## src/rtl/core/qau_pkg.sv

```systemverilog
// Shared types and constants for the quaternion arithmetic unit.
// Depends on nothing; every other file imports it.
`timescale 1ns / 1ps
`default_nettype none

package qau_pkg;

  typedef enum logic [2:0] {
    OP_MUL   = 3'd0,
    OP_ROT   = 3'd1,
    OP_ADD   = 3'd2,
    OP_SUB   = 3'd3,
    OP_CONJ  = 3'd4,
    OP_SCALE = 3'd5
  } op_t;

  // Control for one two-stage Hamilton product slice.
  typedef struct packed {
    logic prod_en;
    logic sum_en;
    logic term0_only;
  } ham_ctl_t;

  // Subtracted terms of the Hamilton product, bit (component * 4 + term).
  // Term k of component c uses p[c ^ k] * q[k].
  localparam logic [15:0] HAM_NEG = 16'b0010_1000_0100_1110;

endpackage

`default_nettype wire

```

## src/rtl/core/qau_hamilton.sv

```systemverilog
// Two-stage Hamilton product: rounded partial products, then signed sums
// with saturation. Depends on qau_pkg for ham_ctl_t and HAM_NEG.
`timescale 1ns / 1ps
`default_nettype none

module qau_hamilton
  import qau_pkg::*;
#(
  parameter int DATA_WIDTH = 16,
  parameter int FRAC_BITS  = 14
) (
  input  wire logic                       clk,
  input  wire ham_ctl_t                   ctl_i,
  input  wire logic [3:0][DATA_WIDTH-1:0] p_i,
  input  wire logic [3:0][DATA_WIDTH-1:0] q_i,
  output logic      [3:0][DATA_WIDTH-1:0] r_o
);

  localparam int MW = 2 * DATA_WIDTH;
  localparam int PW = MW + 1;
  localparam int SW = PW + 2;
  localparam logic signed [PW-1:0] RND_HALF = PW'(1) << (FRAC_BITS - 1);

  logic signed [MW-1:0] mp       [4][4];
  logic signed [PW-1:0] rnd_nxt  [4][4];
  logic signed [PW-1:0] rnd_r    [4][4];
  logic                 t0_r;
  logic [3:0][DATA_WIDTH-1:0] sum_nxt;
  logic [3:0][DATA_WIDTH-1:0] sum_r;

  function automatic logic [DATA_WIDTH-1:0] sat_sum(input logic signed [SW-1:0] v);
    logic [DATA_WIDTH-1:0] res;
    if (v[SW-1:DATA_WIDTH-1] == {(SW-DATA_WIDTH+1){v[SW-1]}}) begin
      res = v[DATA_WIDTH-1:0];
    end else if (v[SW-1]) begin
      res = {1'b1, {(DATA_WIDTH-1){1'b0}}};
    end else begin
      res = {1'b0, {(DATA_WIDTH-1){1'b1}}};
    end
    return res;
  endfunction

  always_comb begin
    for (int c = 0; c < 4; c++) begin
      for (int k = 0; k < 4; k++) begin
        mp[c][k] = MW'($signed(p_i[2'(c ^ k)])) * MW'($signed(q_i[2'(k)]));
        rnd_nxt[c][k] = ($signed({mp[c][k][MW-1], mp[c][k]}) + RND_HALF) >>> FRAC_BITS;
      end
    end
  end

  always_ff @(posedge clk) begin
    if (ctl_i.prod_en) begin
      rnd_r <= rnd_nxt;
      t0_r  <= ctl_i.term0_only;
    end
  end

  always_comb begin
    logic signed [SW-1:0] acc;
    logic signed [SW-1:0] ext;
    for (int c = 0; c < 4; c++) begin
      acc = '0;
      for (int k = 0; k < 4; k++) begin
        ext = $signed({{2{rnd_r[c][k][PW-1]}}, rnd_r[c][k]});
        if (t0_r && k != 0) begin
          ext = '0;
        end
        if (HAM_NEG[4'(c * 4 + k)]) begin
          acc = acc - ext;
        end else begin
          acc = acc + ext;
        end
      end
      sum_nxt[c] = sat_sum(acc);
    end
  end

  always_ff @(posedge clk) begin
    if (ctl_i.sum_en) begin
      sum_r <= sum_nxt;
    end
  end

  assign r_o = sum_r;

endmodule

`default_nettype wire

```

## src/rtl/core/quaternion_arith_unit_top.sv

```systemverilog
// Top level of the quaternion arithmetic unit: input register, two chained
// Hamilton product slices, add/sub/conjugate path and output register.
// Depends on qau_pkg and qau_hamilton.
//
// Usage: present an item on in_* with in_valid high; it is taken at a rising
// edge where in_valid is high and in_stall is low. Each item carries an
// opcode and quaternions A and B in signed fixed point and yields exactly one
// result quaternion on out_r_*, marked by out_valid and taken when out_stall
// is low. Results leave in the order items arrive.
// Pipeline: six register stages, s0 to s4 and then the output register.
// Throughput: one item per cycle while out_stall is low, set by the fully
// pipelined multiplier slices (16 multipliers per slice).
// Rotation runs the second slice on the first slice's result, so every
// opcode walks the same six stages.
// Reset clears all stage valid bits; the pipeline is empty afterwards.
// When the receiver stalls, a stage that holds an item keeps it unless a later
// stage is empty; in_stall rises only when every stage is full, and no item is
// lost or repeated.
`timescale 1ns / 1ps
`default_nettype none

module quaternion_arith_unit_top
  import qau_pkg::*;
#(
  parameter int DATA_WIDTH = 16,
  parameter int FRAC_BITS  = 14
) (
  input  wire logic                         clk,
  input  wire logic                         rst_n,
  input  wire logic                         in_valid,
  output logic                              in_stall,
  input  wire logic        [2:0]            in_opcode,
  input  wire logic signed [DATA_WIDTH-1:0] in_a_s,
  input  wire logic signed [DATA_WIDTH-1:0] in_a_x,
  input  wire logic signed [DATA_WIDTH-1:0] in_a_y,
  input  wire logic signed [DATA_WIDTH-1:0] in_a_z,
  input  wire logic signed [DATA_WIDTH-1:0] in_b_s,
  input  wire logic signed [DATA_WIDTH-1:0] in_b_x,
  input  wire logic signed [DATA_WIDTH-1:0] in_b_y,
  input  wire logic signed [DATA_WIDTH-1:0] in_b_z,
  output logic                              out_valid,
  input  wire logic                         out_stall,
  output logic signed [DATA_WIDTH-1:0]      out_r_s,
  output logic signed [DATA_WIDTH-1:0]      out_r_x,
  output logic signed [DATA_WIDTH-1:0]      out_r_y,
  output logic signed [DATA_WIDTH-1:0]      out_r_z
);

  localparam int W = DATA_WIDTH;

  typedef logic [3:0][W-1:0] quat_t;

  logic  en0, en1, en2, en3, en4, en5;
  logic  s0_v_r, s1_v_r, s2_v_r, s3_v_r, s4_v_r, out_v_r;

  op_t   s0_op_r, s1_op_r, s2_op_r, s3_op_r, s4_op_r;
  quat_t s0_a_r, s0_b_r, s1_a_r, s2_a_r;
  quat_t simp_nxt, s1_simp_r, s2_simp_r, s3_simp_r, s4_simp_r;
  quat_t s3_h1_r, s4_h1_r;
  quat_t ham1_q, ham1_r, conj_a, ham2_r;
  quat_t out_nxt, out_q_r;
  ham_ctl_t ham1_ctl, ham2_ctl;

  function automatic logic [W-1:0] sat1(input logic signed [W:0] v);
    logic [W-1:0] res;
    if (v[W] == v[W-1]) begin
      res = v[W-1:0];
    end else if (v[W]) begin
      res = {1'b1, {(W-1){1'b0}}};
    end else begin
      res = {1'b0, {(W-1){1'b1}}};
    end
    return res;
  endfunction

  // Stall chain: a stage advances when empty or when the next one advances.
  assign en5      = !out_v_r || !out_stall;
  assign en4      = !s4_v_r || en5;
  assign en3      = !s3_v_r || en4;
  assign en2      = !s2_v_r || en3;
  assign en1      = !s1_v_r || en2;
  assign en0      = !s0_v_r || en1;
  assign in_stall = !en0;

  always_ff @(posedge clk) begin
    if (!rst_n) begin
      s0_v_r  <= 1'b0;
      s1_v_r  <= 1'b0;
      s2_v_r  <= 1'b0;
      s3_v_r  <= 1'b0;
      s4_v_r  <= 1'b0;
      out_v_r <= 1'b0;
    end else begin
      if (en0) s0_v_r  <= in_valid;
      if (en1) s1_v_r  <= s0_v_r;
      if (en2) s2_v_r  <= s1_v_r;
      if (en3) s3_v_r  <= s2_v_r;
      if (en4) s4_v_r  <= s3_v_r;
      if (en5) out_v_r <= s4_v_r;
    end
  end

  // Stage 0: capture the item.
  always_ff @(posedge clk) begin
    if (en0) begin
      s0_op_r <= op_t'(in_opcode);
      s0_a_r  <= {in_a_z, in_a_y, in_a_x, in_a_s};
      s0_b_r  <= {in_b_z, in_b_y, in_b_x, in_b_s};
    end
  end

  always_comb begin
    simp_nxt = '0;
    case (s0_op_r)
      OP_ADD: begin
        for (int i = 0; i < 4; i++) begin
          simp_nxt[i] = sat1($signed({s0_a_r[i][W-1], s0_a_r[i]}) +
                             $signed({s0_b_r[i][W-1], s0_b_r[i]}));
        end
      end
      OP_SUB: begin
        for (int i = 0; i < 4; i++) begin
          simp_nxt[i] = sat1($signed({s0_a_r[i][W-1], s0_a_r[i]}) -
                             $signed({s0_b_r[i][W-1], s0_b_r[i]}));
        end
      end
      OP_CONJ: begin
        simp_nxt[0] = s0_a_r[0];
        for (int i = 1; i < 4; i++) begin
          simp_nxt[i] = sat1(-$signed({s0_a_r[i][W-1], s0_a_r[i]}));
        end
      end
      default: simp_nxt = '0;
    endcase
  end

  // First slice: A*B, A*(0,v) for rotation, or A times b_s for scale.
  always_comb begin
    ham1_q = s0_b_r;
    if (s0_op_r == OP_ROT) begin
      ham1_q[0] = '0;
    end
  end

  assign ham1_ctl = '{prod_en: en1, sum_en: en2, term0_only: (s0_op_r == OP_SCALE)};

  qau_hamilton #(
    .DATA_WIDTH (DATA_WIDTH),
    .FRAC_BITS  (FRAC_BITS)
  ) u_ham1 (
    .clk   (clk),
    .ctl_i (ham1_ctl),
    .p_i   (s0_a_r),
    .q_i   (ham1_q),
    .r_o   (ham1_r)
  );

  always_ff @(posedge clk) begin
    if (en1) begin
      s1_op_r   <= s0_op_r;
      s1_a_r    <= s0_a_r;
      s1_simp_r <= simp_nxt;
    end
    if (en2) begin
      s2_op_r   <= s1_op_r;
      s2_a_r    <= s1_a_r;
      s2_simp_r <= s1_simp_r;
    end
    if (en3) begin
      s3_op_r   <= s2_op_r;
      s3_simp_r <= s2_simp_r;
      s3_h1_r   <= ham1_r;
    end
    if (en4) begin
      s4_op_r   <= s3_op_r;
      s4_simp_r <= s3_simp_r;
      s4_h1_r   <= s3_h1_r;
    end
  end

  // Second slice: T * conj(A) for rotation.
  always_comb begin
    conj_a[0] = s2_a_r[0];
    for (int i = 1; i < 4; i++) begin
      conj_a[i] = sat1(-$signed({s2_a_r[i][W-1], s2_a_r[i]}));
    end
  end

  assign ham2_ctl = '{prod_en: en3, sum_en: en4, term0_only: 1'b0};

  qau_hamilton #(
    .DATA_WIDTH (DATA_WIDTH),
    .FRAC_BITS  (FRAC_BITS)
  ) u_ham2 (
    .clk   (clk),
    .ctl_i (ham2_ctl),
    .p_i   (ham1_r),
    .q_i   (conj_a),
    .r_o   (ham2_r)
  );

  always_comb begin
    out_nxt = '0;
    case (s4_op_r)
      OP_MUL, OP_SCALE: out_nxt = s4_h1_r;
      OP_ROT: begin
        out_nxt    = ham2_r;
        out_nxt[0] = '0;
      end
      OP_ADD, OP_SUB, OP_CONJ: out_nxt = s4_simp_r;
      default: out_nxt = '0;
    endcase
  end

  always_ff @(posedge clk) begin
    if (en5) begin
      out_q_r <= out_nxt;
    end
  end

  assign out_valid = out_v_r;
  assign out_r_s   = out_q_r[0];
  assign out_r_x   = out_q_r[1];
  assign out_r_y   = out_q_r[2];
  assign out_r_z   = out_q_r[3];

  a_stall_only_full: assert property (@(posedge clk) disable iff (!rst_n)
    in_stall |-> (s0_v_r && s1_v_r && s2_v_r && s3_v_r && s4_v_r && out_v_r))
    else $error("input stalled while a stage is empty");

  a_item_reaches_out: assert property (@(posedge clk) disable iff (!rst_n)
    (en5 && s4_v_r) |=> out_v_r)
    else $error("item dropped at output register");

  a_rot_real_zero: assert property (@(posedge clk) disable iff (!rst_n)
    (en5 && s4_v_r && s4_op_r == OP_ROT) |=> (out_r_s == '0))
    else $error("rotation result has nonzero real part");

  a_unused_op_zero: assert property (@(posedge clk) disable iff (!rst_n)
    (en5 && s4_v_r && s4_op_r > OP_SCALE) |=> (out_q_r == '0))
    else $error("unused opcode gave nonzero result");

endmodule

`default_nettype wire

```

## config.mk

```make
export PLATFORM = sky130hd
export DESIGN_NAME = quaternion_arith_unit_top
export DESIGN_NICKNAME = d
export VERILOG_FILES = /design/src/rtl/core/qau_pkg.sv /design/src/rtl/core/qau_hamilton.sv /design/src/rtl/core/quaternion_arith_unit_top.sv
export SDC_FILE = /design/constraint.sdc
export NUM_CORES = 2
export LEC_CHECK = 0
export BUFFER_PORTS_ARGS = -buffer_cell sky130_fd_sc_hd__buf_2
export CORE_MARGIN = 8
export CORE_UTILIZATION = 45
export CTS_CLUSTER_SIZE = 10
export DETAILED_ROUTE_END_ITERATION = 8
export PLACE_DENSITY = 0.73
export RECOVER_POWER = 25
export SYNTH_ARGS = -nofsm -noshare
export SYNTH_HDL_FRONTEND = slang
export SYNTH_SLANG_ARGS = --single-unit
```

## constraint.sdc

```tcl
create_clock -name clk -period 16.1 [get_ports clk]
set_input_delay 0.805 -clock clk [delete_from_list [all_inputs] [get_ports clk]]
set_output_delay 0.805 -clock clk [all_outputs]
set_load 0.005 [all_outputs]
```

==> results.md <==
* CORE AREA at 153,500 sq um
* Setup TNS at 0 ns
* Post-Synthesis Cells at 6,632
* CTS sink cnt at 642
* Iter 0 DRT Violations at 3,690
* Yosys cell types at 92
* Core Rows at 144
* Startpoint Class: flip-flop
* RSZ-0062 raised after global routing: false
* Synth top area cells: fa_1, edfxtp_1, ha_1
* Crit Path Category: flip-flop to flip-flop
* Vias in the first global route at 50,880
* GRT Util Overall at 21.33%
* Fin crit share at 51.21%
* CP peak stage delay at 0.97 ns
* TritonRoute pass-1 iters at 5
* Slew Limit Headroom at 13.88%
* Reg-to-Reg End: u_ham1.rnd_r[513]
* Fin. max-slew vios at 0
* Ys async rst share at 0%
* Final WL at 178,900 microns
* Place WS at 7.902 ns
* Bufs and invs on worst path at 5
* Yosys warns at 0
* Vias per cell at 5.398
* Critical path's top delay family: adder cells
* Clk Tree Root Cell: clkbuf_16
* Post-CTS Setup Bufs at 0
* Req. time, crit path at 16.52 ns
* Largest fanout on the critical path at 138
* Layout cells sized above 1 at 6.499%
* Via count at 47,350
* Largest net degree at the start of global routing at 139
* Fmax achieved at 0.1213 GHz
* Final hold vios at 0
* Cells along the critical path: or3b_4 > buf_4 > and3_1 > fa_1 > inv_1 > fa_1 > fa_1 > inv_1 > fa_1 > fa_1 > inv_1 > fa_1 > inv_1 > ha_1 > nor4_1 > o21a_1 > o22ai_1 > o21a_1 > a221o_1 > a21oi_2 > o31ai_2 > o41ai_2 > xnor2_1
* Worst setup path start: s0_op_r[0]
* CTS Buffer Depth at 3
* Die ar. at 166,700 sq um
* Post-CTS Resized at 0
* Critical path depth in cells at 23
* Share of the synthesized area in the top cell type at 31.14%
* Top-count cell post-synth: inv_1
* Area leader, netlist: fa_1
* Hold/Removal Path Class: input port to flip-flop
* Worst Reg-to-Reg Cells at 23
* Gpl congestion at 0.9281
* # placed instances at 8,656
* Status: complete, no violations
* Post-synth top flop: edfxtp_1
* R2r setup slk at 7.86 ns
* CTS Hold Buffers Added at 0
* Register clock-pin slew on the reported worst setup and hold paths at 0.06 ns
* CP most frequent cell: fa_1
* Synthesized area per cell at 10.44 sq um
* Initial core utilization at 45.10%
* Max-cap viol count at 0
* Skew final at 0.03359 ns
* Worst skew pair latency at 0.69 ns
* CTS tree: yes
* Antenna violations before repair at 8
* Fin cells at 8,773
* IO Count at 201
* Grt ovf at 0
* Reg-to-reg startpoint: s0_op_r[0]
* Die Y-Extent at 408.2 microns
* DRC at 0
* Setup ws final at 7.855 ns
* Yosys reg bits at 642
* Number of enable flip-flop cells after synthesis at 636
* Number of port buffers at 200
* Post-synth top cells: inv_1, fa_1, edfxtp_1, nand2_1, ha_1
* Die X at 408.2 microns
* Worst-Margin Slew at 1.292 ns
* Slowest cell on crit path: buf_4
* Layout Nets at 8,438
* H-tree depth at 3
* Syn nets at 8,378
* Wire per inst at 20.39 microns
* Post-layout min period at 8.245 ns
* Antenna Nets Post-Route at 0
* Final-layout fill cell count at 13,640
* Dpl hpwl at 135,600 microns
* Setup-failing EPs final at 0
* Arrival time worst endpoint at 8.66 ns
* Synth-to-Final Area Change at 7.696%
* Register area share after synthesis at 27.76%
* Timing endpoint of the critical path: u_ham1.rnd_r[513]
* Critical Path End Type: flip-flop
* Synthesized cell area at 69,230 sq um
* CTS Buf Count at 78
* First-pass GRT wire length at 281,900 microns
cells by family after synthesis:
| kind of cell | share of synthesized area [%] |
|---|---|
| and+or+nand+nor | 12.00 |
| buffers and inverters | 9.264 |
| adders and majority gates | 40.79 |
| AOI/OAI and AO/OA | 6.743 |
| DFF | 27.76 |
| xor gates and xnor gates | 3.340 |
| muxes | 0.09759 |
area by class of cell:
type | count | area [sq um] | share of cell area [%]
clock inverter | 17 | 255.2 | 0.3423
multi-input combinational | 4291 | 43660 | 58.55
inverter | 1397 | 5249 | 7.040
tap | 2044 | 2557 | 3.430
sequential | 642 | 19220 | 25.78
timing repair buffer | 282 | 1594 | 2.138
antenna | 5 | 12.51 | 0.01678
clock buffer | 95 | 2016 | 2.704
flip-flops by register name (all words and copies together), names as in the netlist, 3 cells and up:
signal and cells:
s4_h1_r 32, s3_simp_r 64, s1_simp_r 64, s0_b_r 16, s3_h1_r 32, s3_op_r 3
s0_a_r 64, s2_simp_r 64, s0_op_r 3, ham1_q 48, s2_op_r 3, s4_op_r 3
u_ham1.r_o 32, s4_simp_r 64, out_r_s 16, out_r_z 16, out_r_y 16, u_ham1.rnd_r 76
s1_op_r 3, out_r_x 16
placed cells by master (no fill, tap or decap), types with 96 or more instances in the layout:
| cell type | synthesis | final |
|---|---|---|
| inv_1 | 1396 | 1394 |
| and3_1 | 223 | 223 |
| and2_1 | 206 | 206 |
| a21oi_1 | 155 | 155 |
| o21ai_0 | 205 | 205 |
| nor2_1 | 258 | 252 |
| xnor2_1 | 193 | 193 |
| edfxtp_1 | 636 | 636 |
| nand2_1 | 622 | 619 |
| fa_1 | 1077 | 1077 |
| buf_2 | 7 | 182 |
| nor3_1 | 96 | 96 |
| ha_1 | 534 | 534 |
per-stage QoR:
step / hold WS, ns / area (sq um) / util, %
after floorplan: 0.4003 / 69230 / -
after global placement: 0.4004 / 72300 / 47.10
after detailed placement: 0.4045 / 72300 / 47.10
after CTS: 0.2465 / 74570 / 48.58
after global routing: 0.2682 / 74550 / 48.56
final: 0.3029 / 74560 / 48.57
routing by layer:
layer | GRT usage (%) | part of all wire, % | vias up
met5 | 0 | 0.015 | -
met2 | 34.32 | 46 | 2085
li1 | - | - | 21050
met1 | 27.32 | 39 | 23770
met3 | 6.265 | 11 | 451
met4 | 8.059 | 4.0 | 4
how the worst min path moves through the flow:
stage | to | depth (start not counted) | startpoint
2_1_floorplan | s2_op_r[0] | 0 | s1_op_r[0]
3_3_place_gp | s2_simp_r[58] | 0 | s1_simp_r[58]
6_report | s0_a_r[48] | 1 | in_a_z[0]
4_1_cts | ham1_q[54] | 1 | in_b_z[6]
5_1_grt | s0_a_r[50] | 1 | in_a_z[2]
3_5_place_dp | s2_simp_r[0] | 0 | s1_simp_r[0]
Power is not shown: default switching activity piles up to over one toggle a cycle in this logic, so the estimate is an artifact.
